[src/design/spq_pkg.sv]
// Shared types and constants of the stable priority queue.
package spq_pkg;

    localparam int DEPTH  = 16;
    localparam int ADDR_W = (DEPTH > 1) ? $clog2(DEPTH) : 1;
    localparam int CNT_W  = $clog2(DEPTH + 1);
    localparam int OCC_W  = 5;

    typedef enum logic [1:0] {
        REQ_INSERT = 2'd0,
        REQ_POP    = 2'd1,
        REQ_SEARCH = 2'd2,
        REQ_NONE   = 2'd3
    } req_t;

    typedef enum logic [1:0] {
        ST_OK       = 2'd0,
        ST_EMPTY    = 2'd1,
        ST_FULL     = 2'd2,
        ST_NOTFOUND = 2'd3
    } st_t;

    typedef struct packed {
        logic [15:0] key;
        logic [7:0]  tag_a;
        logic [7:0]  tag_b;
        logic [7:0]  level;
    } entry_t;

    typedef struct packed {
        logic              en;
        logic [ADDR_W-1:0] addr;
        entry_t            data;
    } wr_t;

    typedef struct packed {
        st_t              status;
        entry_t           ent;
        logic [OCC_W-1:0] occupancy;
    } res_t;

endpackage

[src/design/spq_req_if.sv]
// Request channel: valid/ready handshake with one queue request word.
interface spq_req_if import spq_pkg::*; ();
    logic        valid;
    logic        ready;
    logic [1:0]  req_type;
    logic [15:0] key;
    logic [7:0]  tag_a;
    logic [7:0]  tag_b;
    logic [7:0]  level;

    modport source (output valid, output req_type, output key, output tag_a,
                    output tag_b, output level, input ready);
    modport sink   (input valid, input req_type, input key, input tag_a,
                    input tag_b, input level, output ready);
endinterface

[src/design/spq_rsp_if.sv]
// Response channel: valid/ready handshake with one queue result word.
interface spq_rsp_if import spq_pkg::*; ();
    logic             valid;
    logic             ready;
    logic [1:0]       status;
    logic [15:0]      out_key;
    logic [7:0]       out_tag_a;
    logic [7:0]       out_tag_b;
    logic [7:0]       out_level;
    logic [OCC_W-1:0] occupancy;

    modport source (output valid, output status, output out_key, output out_tag_a,
                    output out_tag_b, output out_level, output occupancy,
                    input ready);
    modport sink   (input valid, input status, input out_key, input out_tag_a,
                    input out_tag_b, input out_level, input occupancy,
                    output ready);
endinterface

[src/design/stable_priority_queue_unit.sv]
// Stable priority queue: a sorted list of up to DEPTH entries, served lowest level first.
//
// Use: the req channel carries one request word (insert, pop, search by key); the
// rsp channel returns exactly one result word per request, in request order, with
// a status, the popped or found entry (zeros otherwise) and the entry count.
// Ties in level leave in arrival order; pop and search work from the head.
// Entries sit in a circular buffer in one memory; one comparator under a small
// sequencer visits the slots one at a time (memory read, then compare).
// Work per request: pop reads the head slot and removes it; search reads slots
//   from the head until a key matches or the list ends; insert reads from the
//   tail, moves each entry of higher level one slot toward the tail, and writes
//   the new entry where the walk meets a lower or equal level or reaches the head;
//   refused requests, empty-queue cases and the no-op code go straight to a result.
// One request is worked on at a time: req.ready is low from acceptance until the
// result has moved into the output register, which then waits on rsp.ready while
// the next request is taken.
// Reset empties the queue at once; memory contents need no clearing.
// A stalled receiver holds the result word steady and, once the sequencer has a
// second result ready, holds off further requests.
module stable_priority_queue_unit import spq_pkg::*;
(
    input  logic        clk,
    input  logic        rst_n,
    spq_req_if.sink     req,
    spq_rsp_if.source   rsp
);

    entry_t            in_ent;
    wr_t               wr;
    logic [ADDR_W-1:0] rd_addr;
    entry_t            rd_data;
    logic              res_valid;
    res_t              res;
    logic              res_take;
    logic              out_valid_reg;
    res_t              out_reg;

    assign in_ent.key   = req.key;
    assign in_ent.tag_a = req.tag_a;
    assign in_ent.tag_b = req.tag_b;
    assign in_ent.level = req.level;

    spq_ctrl u_ctrl
    (
        .clk       (clk),
        .rst_n     (rst_n),
        .in_valid  (req.valid),
        .in_ready  (req.ready),
        .in_req    (req_t'(req.req_type)),
        .in_ent    (in_ent),
        .wr        (wr),
        .rd_addr   (rd_addr),
        .rd_data   (rd_data),
        .res_valid (res_valid),
        .res       (res),
        .res_take  (res_take)
    );

    spq_store u_store
    (
        .clk     (clk),
        .wr      (wr),
        .rd_addr (rd_addr),
        .rd_data (rd_data)
    );

    // load the output register when it is empty or its word is leaving
    assign res_take = res_valid && (!out_valid_reg || rsp.ready);

    always_ff @(posedge clk or negedge rst_n)
    begin
        if (!rst_n)
        begin
            out_valid_reg <= 1'b0;
        end
        else if (res_take)
        begin
            out_valid_reg <= 1'b1;
        end
        else if (rsp.ready)
        begin
            out_valid_reg <= 1'b0;
        end
    end

    always_ff @(posedge clk)
    begin
        if (res_take)
        begin
            out_reg <= res;
        end
    end

    assign rsp.valid     = out_valid_reg;
    assign rsp.status    = out_reg.status;
    assign rsp.out_key   = out_reg.ent.key;
    assign rsp.out_tag_a = out_reg.ent.tag_a;
    assign rsp.out_tag_b = out_reg.ent.tag_b;
    assign rsp.out_level = out_reg.ent.level;
    assign rsp.occupancy = out_reg.occupancy;

endmodule

[src/design/spq_store.sv]
// Entry memory: one write port, one read port with registered read data.
module spq_store import spq_pkg::*;
(
    input  logic              clk,
    input  wr_t               wr,
    input  logic [ADDR_W-1:0] rd_addr,
    output entry_t            rd_data
);

    entry_t mem [DEPTH];

    always_ff @(posedge clk)
    begin
        if (wr.en)
        begin
            mem[wr.addr] <= wr.data;
        end
    end

    always_ff @(posedge clk)
    begin
        rd_data <= mem[rd_addr];
    end

endmodule

[src/design/spq_ctrl.sv]
// Sequencer: walks the circular entry list one slot per step with one comparator.
module spq_ctrl import spq_pkg::*;
(
    input  logic              clk,
    input  logic              rst_n,
    input  logic              in_valid,
    output logic              in_ready,
    input  req_t              in_req,
    input  entry_t            in_ent,
    output wr_t               wr,
    output logic [ADDR_W-1:0] rd_addr,
    input  entry_t            rd_data,
    output logic              res_valid,
    output res_t              res,
    input  logic              res_take
);

    typedef enum logic [2:0] {
        S_IDLE,
        S_RD,
        S_EV,
        S_PUT,
        S_DONE
    } state_t;

    state_t             state_reg;
    logic [ADDR_W-1:0]  head_reg;
    logic [CNT_W-1:0]   fill_reg;
    logic [CNT_W-1:0]   idx_reg;
    req_t               req_reg;
    entry_t             new_reg;
    entry_t             hit_reg;
    st_t                status_reg;

    // Map a position counted from the head to a slot address.
    function automatic logic [ADDR_W-1:0] phys(input logic [ADDR_W-1:0] head,
                                               input logic [CNT_W-1:0]  pos);
        logic [ADDR_W:0] sum;
        begin
            sum = {1'b0, head} + (ADDR_W+1)'(pos);
            if (sum >= (ADDR_W+1)'(DEPTH))
            begin
                sum = sum - (ADDR_W+1)'(DEPTH);
            end
            return sum[ADDR_W-1:0];
        end
    endfunction

    assign in_ready      = (state_reg == S_IDLE);
    assign res_valid     = (state_reg == S_DONE);
    assign res.status    = status_reg;
    assign res.ent       = hit_reg;
    assign res.occupancy = OCC_W'(fill_reg);

    always_comb
    begin
        if (req_reg == REQ_INSERT)
        begin
            rd_addr = phys(head_reg, idx_reg - CNT_W'(1));
        end
        else
        begin
            rd_addr = phys(head_reg, idx_reg);
        end
    end

    always_comb
    begin
        wr.en   = 1'b0;
        wr.addr = phys(head_reg, idx_reg);
        wr.data = new_reg;
        if (state_reg == S_PUT)
        begin
            wr.en = 1'b1;
        end
        else if (state_reg == S_EV && req_reg == REQ_INSERT &&
                 rd_data.level > new_reg.level)
        begin
            // shift the larger entry one slot toward the tail
            wr.en   = 1'b1;
            wr.data = rd_data;
        end
    end

    always_ff @(posedge clk or negedge rst_n)
    begin
        if (!rst_n)
        begin
            state_reg  <= S_IDLE;
            head_reg   <= '0;
            fill_reg   <= '0;
            idx_reg    <= '0;
            req_reg    <= REQ_NONE;
            new_reg    <= '0;
            hit_reg    <= '0;
            status_reg <= ST_OK;
        end
        else
        begin
            unique case (state_reg)
                S_IDLE:
                begin
                    if (in_valid)
                    begin
                        req_reg    <= in_req;
                        new_reg    <= in_ent;
                        hit_reg    <= '0;
                        status_reg <= ST_OK;
                        idx_reg    <= '0;
                        unique case (in_req)
                            REQ_INSERT:
                            begin
                                if (fill_reg == CNT_W'(DEPTH))
                                begin
                                    status_reg <= ST_FULL;
                                    state_reg  <= S_DONE;
                                end
                                else
                                begin
                                    idx_reg   <= fill_reg;
                                    state_reg <= (fill_reg == '0) ? S_PUT : S_RD;
                                end
                            end
                            REQ_POP:
                            begin
                                if (fill_reg == '0)
                                begin
                                    status_reg <= ST_EMPTY;
                                    state_reg  <= S_DONE;
                                end
                                else
                                begin
                                    state_reg <= S_RD;
                                end
                            end
                            REQ_SEARCH:
                            begin
                                if (fill_reg == '0)
                                begin
                                    status_reg <= ST_NOTFOUND;
                                    state_reg  <= S_DONE;
                                end
                                else
                                begin
                                    state_reg <= S_RD;
                                end
                            end
                            REQ_NONE:
                            begin
                                state_reg <= S_DONE;
                            end
                        endcase
                    end
                end
                S_RD:
                begin
                    state_reg <= S_EV;
                end
                S_EV:
                begin
                    unique case (req_reg)
                        REQ_INSERT:
                        begin
                            if (rd_data.level > new_reg.level)
                            begin
                                idx_reg   <= idx_reg - CNT_W'(1);
                                state_reg <= (idx_reg == CNT_W'(1)) ? S_PUT : S_RD;
                            end
                            else
                            begin
                                state_reg <= S_PUT;
                            end
                        end
                        REQ_POP:
                        begin
                            // advance the head past the removed entry
                            hit_reg   <= rd_data;
                            head_reg  <= phys(head_reg, CNT_W'(1));
                            fill_reg  <= fill_reg - CNT_W'(1);
                            state_reg <= S_DONE;
                        end
                        REQ_SEARCH:
                        begin
                            if (rd_data.key == new_reg.key)
                            begin
                                hit_reg   <= rd_data;
                                state_reg <= S_DONE;
                            end
                            else if (idx_reg + CNT_W'(1) == fill_reg)
                            begin
                                status_reg <= ST_NOTFOUND;
                                state_reg  <= S_DONE;
                            end
                            else
                            begin
                                idx_reg   <= idx_reg + CNT_W'(1);
                                state_reg <= S_RD;
                            end
                        end
                        REQ_NONE:
                        begin
                            state_reg <= S_DONE;
                        end
                    endcase
                end
                S_PUT:
                begin
                    fill_reg  <= fill_reg + CNT_W'(1);
                    state_reg <= S_DONE;
                end
                S_DONE:
                begin
                    if (res_take)
                    begin
                        state_reg <= S_IDLE;
                    end
                end
                default:
                begin
                    state_reg <= S_IDLE;
                end
            endcase
        end
    end

endmodule
[src/flat_wrapper.sv]
// flat-port wrapper written by rule: the top's interface ports become plain ports
module stable_priority_queue_unit_flat import spq_pkg::*;
  (clk, rst_n, req_valid, req_req_type, req_key, req_tag_a, req_tag_b, req_level, req_ready, rsp_valid, rsp_status, rsp_out_key, rsp_out_tag_a, rsp_out_tag_b, rsp_out_level, rsp_occupancy, rsp_ready);
  spq_req_if req_i ();
  spq_rsp_if rsp_i ();
  input  logic clk;
  input  logic rst_n;
  input wire logic [$bits(req_i.valid)-1:0] req_valid;
  input wire logic [$bits(req_i.req_type)-1:0] req_req_type;
  input wire logic [$bits(req_i.key)-1:0] req_key;
  input wire logic [$bits(req_i.tag_a)-1:0] req_tag_a;
  input wire logic [$bits(req_i.tag_b)-1:0] req_tag_b;
  input wire logic [$bits(req_i.level)-1:0] req_level;
  output wire logic [$bits(req_i.ready)-1:0] req_ready;
  output wire logic [$bits(rsp_i.valid)-1:0] rsp_valid;
  output wire logic [$bits(rsp_i.status)-1:0] rsp_status;
  output wire logic [$bits(rsp_i.out_key)-1:0] rsp_out_key;
  output wire logic [$bits(rsp_i.out_tag_a)-1:0] rsp_out_tag_a;
  output wire logic [$bits(rsp_i.out_tag_b)-1:0] rsp_out_tag_b;
  output wire logic [$bits(rsp_i.out_level)-1:0] rsp_out_level;
  output wire logic [$bits(rsp_i.occupancy)-1:0] rsp_occupancy;
  input wire logic [$bits(rsp_i.ready)-1:0] rsp_ready;
  assign req_i.valid = req_valid;
  assign req_i.req_type = req_req_type;
  assign req_i.key = req_key;
  assign req_i.tag_a = req_tag_a;
  assign req_i.tag_b = req_tag_b;
  assign req_i.level = req_level;
  assign req_ready = req_i.ready;
  assign rsp_valid = rsp_i.valid;
  assign rsp_status = rsp_i.status;
  assign rsp_out_key = rsp_i.out_key;
  assign rsp_out_tag_a = rsp_i.out_tag_a;
  assign rsp_out_tag_b = rsp_i.out_tag_b;
  assign rsp_out_level = rsp_i.out_level;
  assign rsp_occupancy = rsp_i.occupancy;
  assign rsp_i.ready = rsp_ready;
  stable_priority_queue_unit u_core (.clk(clk), .rst_n(rst_n), .req(req_i), .rsp(rsp_i));
endmodule
[config.mk]
export PLATFORM = sky130hd
export DESIGN_NAME = stable_priority_queue_unit_flat
export DESIGN_NICKNAME = d
export VERILOG_FILES = /design/src/design/spq_pkg.sv /design/src/design/spq_req_if.sv /design/src/design/spq_rsp_if.sv /design/src/design/stable_priority_queue_unit.sv /design/src/design/spq_store.sv /design/src/design/spq_ctrl.sv /design/src/flat_wrapper.sv
export SDC_FILE = /design/constraint.sdc
export NUM_CORES = 1
export LEC_CHECK = 0
export ABC_AREA = 1
export BUFFER_PORTS_ARGS = -buffer_cell sky130_fd_sc_hd__buf_2
export CAP_MARGIN = 10
export CORE_MARGIN = 2
export CORE_UTILIZATION = 50
export CTS_CLUSTER_SIZE = 30
export DETAILED_ROUTE_END_ITERATION = 7
export HOLD_SLACK_MARGIN = 0.02
export PLACE_DENSITY = 0.66
export REMOVE_ABC_BUFFERS = 1
export SYNTH_ARGS = -nofsm -noshare
export SYNTH_HDL_FRONTEND = slang
export SYNTH_HIERARCHICAL = 1
export SYNTH_SLANG_ARGS = --single-unit
[constraint.sdc]
create_clock -name clk -period 4.9 [get_ports clk]
set_input_delay 0.735 -clock clk [delete_from_list [all_inputs] [get_ports clk]]
set_output_delay 0.735 -clock clk [all_outputs]
set_load 0.01 [all_outputs]
# Word level (Yosys, flattened, before mapping)
# Memories as Yosys holds them, arrays and structs flattened. A register that Yosys moved wholly into a read port is not among the register bits.
# Index checks and enable logic that the tools add are counted.
# classes
reduce_logical	21
eq_ne	26
addsub	10
mux	47
order_cmp	4
# op_table
op	count
$mux 40	4
$pmux 40 s2	2
$mux 5	7
$pmux 5 s2	3
$mux 2	9
$mux 3	6
$pmux 3 s3	2
$eq 16x16->1	1
$mux 4	4
$ge 5x5->1 const B	3
$pmux 3 s5	1
$sub 4x1->4 const B	3
$add 4x5->5	2
$add 5x1->5 const B	2
$sub 5x1->5 const B	2
$ne 3x3->1 const B	3
$eq 2x2->1 const B	4
$gt 8x8->1	1
$reduce_and 2->1	4
$mux 1	7
$eq 3x2->1 const B	2
$ne 2x1->1 const B	3
$ne 2x2->1 const B	3
$ne 3x1->1 const B	2
other kinds (21)	28
# word_totals
output_inout_bits	49
reg_bits	149
ramBits	640
n_memories	1
elab_cells	130
# mem_list
memory	words	word_bits	rd	rd_ports_with_merged_regs	wr	line	text
u_core.u_store.mem	16	40	1	1	1	spq_store.sv:10	entry_t mem [DEPTH];

# Logic depth before layout (Yosys ltp)
# Gate-level depths: netlist of the first run.
# logic_depth
depth_word	7
ltp_mapped	15

# Modules after synthesis
# Netlist of the first run, hierarchy kept.
# by_module_without_submodules
module	cells_per_inst	instances	area_each_um2	seq_area_each_um2
spq_store	2643	1	28318.4	20019.2
spq_ctrl	720	1	5783.0	2529.9
stable_priority_queue_unit	53	1	1460.2	1436.4

# Least setup slack after synthesis of the first run
# OpenSTA, ideal clock, no wires.
# synth_timing
kind	flip-flop to flip-flop
start	register u_core/u_ctrl/new_reg[3] in the netlist's numbering
end	memory u_core/u_store/mem[12][0] in the netlist's numbering, enable pin
path_stages_with_launch	16
required_time_ps	4462
setup_time_ps	438
path_slack_ps	1002
arrival_time_ps	3461
period_less_slack_ps	3898
path_buffers	1
cell_sequence	dfrtp_1 > inv_1 > ha_1 > nand2_1 > inv_1 > nand2_1 > o211ai_1 > nand2_1 > nand2_1 > nand2_2 > nor2_8 > inv_4 > buf_6 > nand2_1 > nand3_1 > nor2_1
# synth_rtl
item	line	text
from (decl)	spq_ctrl.sv:31	entry_t new_reg;
from (signal assigned)	spq_ctrl.sv:106	new_reg <= in_ent;
to (decl)	spq_store.sv:10	

==> flow_summary.json, run 1 <==
{
  "ios": 95,
  "synth_area_per_cell_sq_um": 10.4,
  "async_reset_ff_frac": 0.123,
  "reg2reg_to": "u_core/u_store/rd_data[19]$_DFF_P_",
  "reg2reg_depth": 11,
  "period_share": 0.724,
  "place_area_sq_um": 37100,
  "grt_use_total": 0.235,
  "first_iter_violations": 2552,
  "via_per_inst": 5.20,
  "slowest_stage": "buf_4",
  "syn_to_final_growth_pct": 12.3,
  "synth.area.top_cells": "edfxtp_1 (58%), nand2_1 (12%), nand3_1 (7.1%), dfrtp_1 (7.0%), inv_1 (5.7%)",
  "yosys_warnings": 6,
  "routabilityCongestion": 0.813,
  "worstSkewPairLatency_ps": 650,
  "route.met3.wl_um": 5980,
  "grt_pass1_wl_um": 132000,
  "port_buffers": 94,
  "setup_violations": 0,
  "finalSetupTns_ps": 0,
  "clock_path_buffers": 3,
  "yosys.area.top_type_share": 0.580,
  "synth.top_cells.by_count": "nand2_1 (1101), edfxtp_1 (687), inv_1 (539)",
  "clock.fmax_mhz": 282,
  "coreArea_sq_um": 70300,
  "fin_crit_ps": 3550,
  "max_stage_delay_ps": 800,
  "whs_ps": 186,
  "placementRows": 97,
  "route.met2.wl_um": 40600,
  "synth-seq-cells": 829,
  "worst_slack_ps": 1350,
  "rr_startpoint": "u_core/u_ctrl/idx_reg[0]$_DFFE_PN0P_",
  "hold_violations": 0,
  "nets": 3571,
  "min_path_type": "input port to async pin",
  "synthFlopType": "edfxtp_1",
  "status": "complete, no violations",
  "met1_length_um": 37700,
  "skew_ps": 27.7,
  "worst_slew_margin_rel": 0.133,
  "path_cells": "ha_1 -> inv_1 -> fa_1 -> xnor2_1 -> nand2_1 -> o21ai_4 -> buf_4 -> buf_4 -> nand3_1 -> nand3_1 -> nand2_1",
  "initial_core_util": 0.506,
  "r2r_slack_ps": 1350,
  "antenna_left": 0,
  "die_area_sq_um": 73300,
  "synth_most_common_cell": "nand2_1",
  "die_w_um": 271,
  "first_pass_iters": 5,
  "die_height_um": 271,
  "wl_per_cell_um": 19.1,
  "end_kind": "register",
  "final_area_sq_um": 40000,
  "pre_cts_slack_ps": 1450,
  "regMostFlops": "u_core/u_store/mem",
  "netlist_instances": 3416,
  "drive_gt1_frac": 0.0981,
  "synth-seq-area-share": 0.674,
  "cts_tree": "yes",
  "cts_resized": 0,
  "antenna_found_initial": 0,
  "worst_pin_slew_ps": 1300,
  "antenna_cells": 0,
  "grt_max_degree": 204,
  "largest_register_ffs": 640,
  "clock-root-buffer": "clkbuf_16",
  "worst-path-stages": 11,
  "h-tree-depth": 3,
  "drt_wl_total_um": 86100,
  "post_cts_buffers": 0,
  "maxUsedRoutingLayer": "met4",
  "slew_viol_final": 0,
  "synth.largest_area_cell": "edfxtp_1",
  "grt_pass1_vias": 22200,
  "start_kind": "register",
  "synth.distinct_cells": 41,
  "synth_enable_flop_cells": 687,
  "maxCapViolCount": 0,
  "rsz0062_at_grt": "false",
  "dp_hpwl_um": 44800,
  "clkTransAtPathRegs_ps": 60,
  "critPathBufInv": 3,
  "cts_buffers": 86,
  "fillCellCount": 5865,
  "drc_errors": 0,
  "overflow": 0,
  "cts.sinks": 829,
  "worst-endpoint-arrival_ps": 4070,
  "vias": 23438,
  "criticalPathCategory": "register to register",
  "cp.required_ps": 5420,
  "cp_max_fo": 62,
  "ctsHoldBuffers": 0,
  "crit_family": "buffers and inverters",
  "syn_area_sq_um": 35600
}
[worst max-delay path by stage]
stage,startpoint,endpoint,slack [ps]
after CTS,u_core/u_ctrl/idx_reg[0]$_DFFE_PN0P_,u_core/u_store/rd_data[39]$_DFF_P_,1420
after detailed placement,u_core/u_ctrl/idx_reg[0]$_DFFE_PN0P_,u_core/u_store/rd_data[23]$_DFF_P_,1450
after global routing,u_core/u_ctrl/idx_reg[0]$_DFFE_PN0P_,u_core/u_store/rd_data[31]$_DFF_P_,1120
after global placement,u_core/u_ctrl/idx_reg[0]$_DFFE_PN0P_,u_core/u_store/rd_data[14]$_DFF_P_,1510
after floorplan,u_core/u_ctrl/idx_reg[0]$_DFFE_PN0P_,u_core/u_store/rd_data[39]$_DFF_P_,-14800
final,u_core/u_ctrl/idx_reg[0]$_DFFE_PN0P_,u_core/u_store/rd_data[19]$_DFF_P_,1350
[logic make-up (layout without fill, tap and decap cells)]
logic type	count (synthesis)	after routing	synth area share
simple gates	1685	1685	0.198
flops	829	829	0.674
buf+inv	707	859	0.0851
compound gates	112	112	0.0166
fa+ha+maj	29	29	0.0108
xor+xnor	29	29	0.00714
mux	25	25	0.00792
[per-layer routing]
layer  vias up  GRT usage
met4         0     0.0694
met1     11287      0.332
met3       121     0.0315
li1      11214          -
met2       816      0.382
met5         -          0
[stage by stage]
step                instances   util
floorplan                3256      -
global placement         4348  0.527
detailed placement       4348  0.527
CTS                      4508  0.569
global route             4508  0.569
finish                   4508  0.569
[area by class of cell]
type | count | area [sq um] | area share
clock inverter | 38 | 449 | 0.0112
clock buffer | 122 | 2440 | 0.0611
sequential | 829 | 24000 | 0.600
inverter | 547 | 2070 | 0.0518
tap | 940 | 1180 | 0.0294
timing repair buffer | 152 | 1090 | 0.0272
multi-input combinational | 1880 | 8740 | 0.219
[cells in the final DEF, fill, tap and decap left out, drive strengths merged, types with 7 or more instances in the layout]
master / count
a21oi: 29
buf: 152
bufinv: 8
clkbuf: 122
clkinv: 24
dfrtp: 100
dfxtp: 40
edfxtp: 687
ha: 26
inv: 550
mux2: 25
nand2: 1103
nand3: 503
nand4: 7
nor2: 65
o21ai: 75
xnor2: 7
xor2: 22
Power of run 1 is left out: the tool's default activity adds up to more than one toggle a clock period on the data nets, which glitch-free logic cannot reach.
==> run 2, diff against run 1 <==
==> constraint.sdc (replaced) <==
create_clock -name clk -period 3.7 [get_ports clk]
set_input_delay 0.555 -clock clk [delete_from_list [all_inputs] [get_ports clk]]
set_output_delay 0.555 -clock clk [all_outputs]
set_load 0.01 [all_outputs]
==> run 2 against run 1 <==
Die area unchanged. Clock skew up 13 ps. Register-to-register slack lost 850 ps. Setup slack worse by 850 ps. Flip-flop and latch count stayed put. Via count is 0.39% higher. Non-clock buffer count rose by 25. Sequential share of layout area is 0.29 points lower. Highest routed layer unchanged.
==> flow_summary.json, run 2 (synthesis results as in run 1) <==
{
  "port_buffers": 94,
  "worst_slew_margin_rel": 0.259,
  "r2r_slack_ps": 500,
  "first_pass_iters": 5,
  "largest_register_ffs": 640,
  "dp_hpwl_um": 46000,
  "cp_max_fo": 16,
  "overflow": 0,
  "cp-endpoint": "u_core/u_store/mem[9][8]$_DFFE_PP_",
  "fillCellCount": 5831,
  "slowest_stage": "nor2_4",
  "maxCapViolCount": 0,
  "clkTransAtPathRegs_ps": 60,
  "placementRows": 97,
  "first_iter_violations": 2496,
  "clock.fmax_mhz": 313,
  "cts_tree": "yes",
  "grt_pass1_vias": 22353,
  "h-tree-depth": 3,
  "post_cts_buffers": 0,
  "antenna_left": 0,
  "skew_ps": 41.0,
  "clock_path_buffers": 3,
  "drive_gt1_frac": 0.102,
  "rsz0062_at_grt": "false",
  "grt_use_total": 0.241,
  "cts_buffers": 86,
  "final_cell_mix": "nand2_1 (1101), edfxtp_1 (687), inv_1 (538)",
  "max_stage_delay_ps": 560,
  "die_height_um": 271,
  "crit_path_start": "u_core/u_ctrl/new_reg[3]$_DFFE_PN0P_",
  "antenna_found_initial": 1,
  "initial_core_util": 0.506,
  "ios": 95,
  "antenna_cells": 0,
  "end_kind": "register",
  "setup_violations": 0,
  "worst-endpoint-arrival_ps": 3510,
  "syn_to_final_growth_pct": 12.9,
  "hold_violations": 0,
  "fin_crit_ps": 3200,
  "min_path_type": "input port to register",
  "regMostFlops": "u_core/u_store/mem",
  "nets": 3596,
  "vias": 23530,
  "cts_resized": 0,
  "hp-start": "req_tag_b[3]",
  "reg2reg_depth": 15,
  "rr_startpoint": "u_core/u_ctrl/new_reg[3]$_DFFE_PN0P_",
  "grt_pass1_wl_um": 134000,
  "coreArea_sq_um": 70300,
  "die_w_um": 271,
  "cpMostUsedCell": "nand2_1",
  "drt_wl_total_um": 87700,
  "criticalPathCategory": "register to register",
  "grt_max_degree": 198,
  "wl_per_cell_um": 19.3,
  "slew_viol_final": 0,
  "worstSkewPairLatency_ps": 650,
  "status": "complete, no violations",
  "die_area_sq_um": 73300,
  "reg2reg_to": "u_core/u_store/mem[9][8]$_DFFE_PP_",
  "clock-root-buffer": "clkbuf_16",
  "register_area_sq_um": 24000,
  "via_per_inst": 5.19,
  "worst_pin_slew_ps": 1110,
  "instances_no_fill": 4535,
  "drc_errors": 0,
  "routabilityCongestion": 0.806,
  "final_common_cell": "nand2_1",
  "path_cells": "inv_1 -> ha_1 -> nand2_1 -> inv_1 -> nand2_1 -> o211ai_1 -> nand2_1 -> nand2_1 -> nand2_2 -> nor2_8 -> inv_4 -> nand2_1 -> nand3b_1 -> nor2_4 -> buf_12",
  "cts.sinks": 829,
  "cp.required_ps": 4010,
  "multiInputGateArea_sq_um": 8740,
  "start_kind": "register",
  "period_share": 0.864,
  "place_inst": 4372
}
[run 2: timing repair]
item                       CTS  global route
hold endpoints to repair    17             0
setup endpoints to repair    0             0
hold buffers                 1             0
[run 2: stage by stage]
step / cell area (sq um) / TNS (ps) / utilization / setup slack (ps) / hold slack, ps
floorplan: 34600 / -1222740 / - / -16000 / 259
global placement: 37400 / 0 / 0.532 / 626 / 430
detailed placement: 37400 / 0 / 0.532 / 587 / 434
CTS: 40100 / 0 / 0.571 / 487 / 111
global route: 40100 / 0 / 0.571 / 319 / 135
finish: 40100 / 0 / 0.571 / 505 / 136
[run 2: layout make-up]
class                   count  area share
repair buffers            177      0.0346
clock inverters            26     0.00661
flip-flops and latches    829       0.597
well taps                 940      0.0293
clock buffers             136      0.0626
inverters                 547      0.0516
multi-input cells        1880       0.218
[run 2: worst min-delay path by stage]
| stage | slack [ps] | depth (start not counted) | end |
|---|---|---|---|
| 2_1_floorplan | 260 | 0 | u_core/rsp.valid$_DFFE_PN0P_ |
| 3_3_place_gp | 430 | 0 | u_core/rsp.out_level[6]$_DFFE_PP_ |
| 3_5_place_dp | 430 | 0 | u_core/rsp.out_tag_a[5]$_DFFE_PP_ |
| 4_1_cts | 110 | 2 | u_core/u_ctrl/new_reg[11]$_DFFE_PN0P_ |
| 5_1_grt | 140 | 2 | u_core/u_ctrl/new_reg[17]$_DFFE_PN0P_ |
| 6_report | 140 | 2 | u_core/u_ctrl/new_reg[11]$_DFFE_PN0P_ |
[run 2: metal layers]
metal,wire [um],GRT usage
met5,0,0
met4,1890,0.0676
met3,7170,0.0357
met2,41000,0.391
met1,37600,0.342
[run 2: critical path: cells and delay by family (launching register included)]
family / cells / cell delay (ps)
AND/OR/NAND/NOR: 9 / 1600
buffers and inverters: 4 / 460
flip-flops: 1 / 340
adder cells (fa/ha/maj): 1 / 290
AO/OA/AOI/OAI: 1 / 170
Power of run 2 is left out for the same reason.
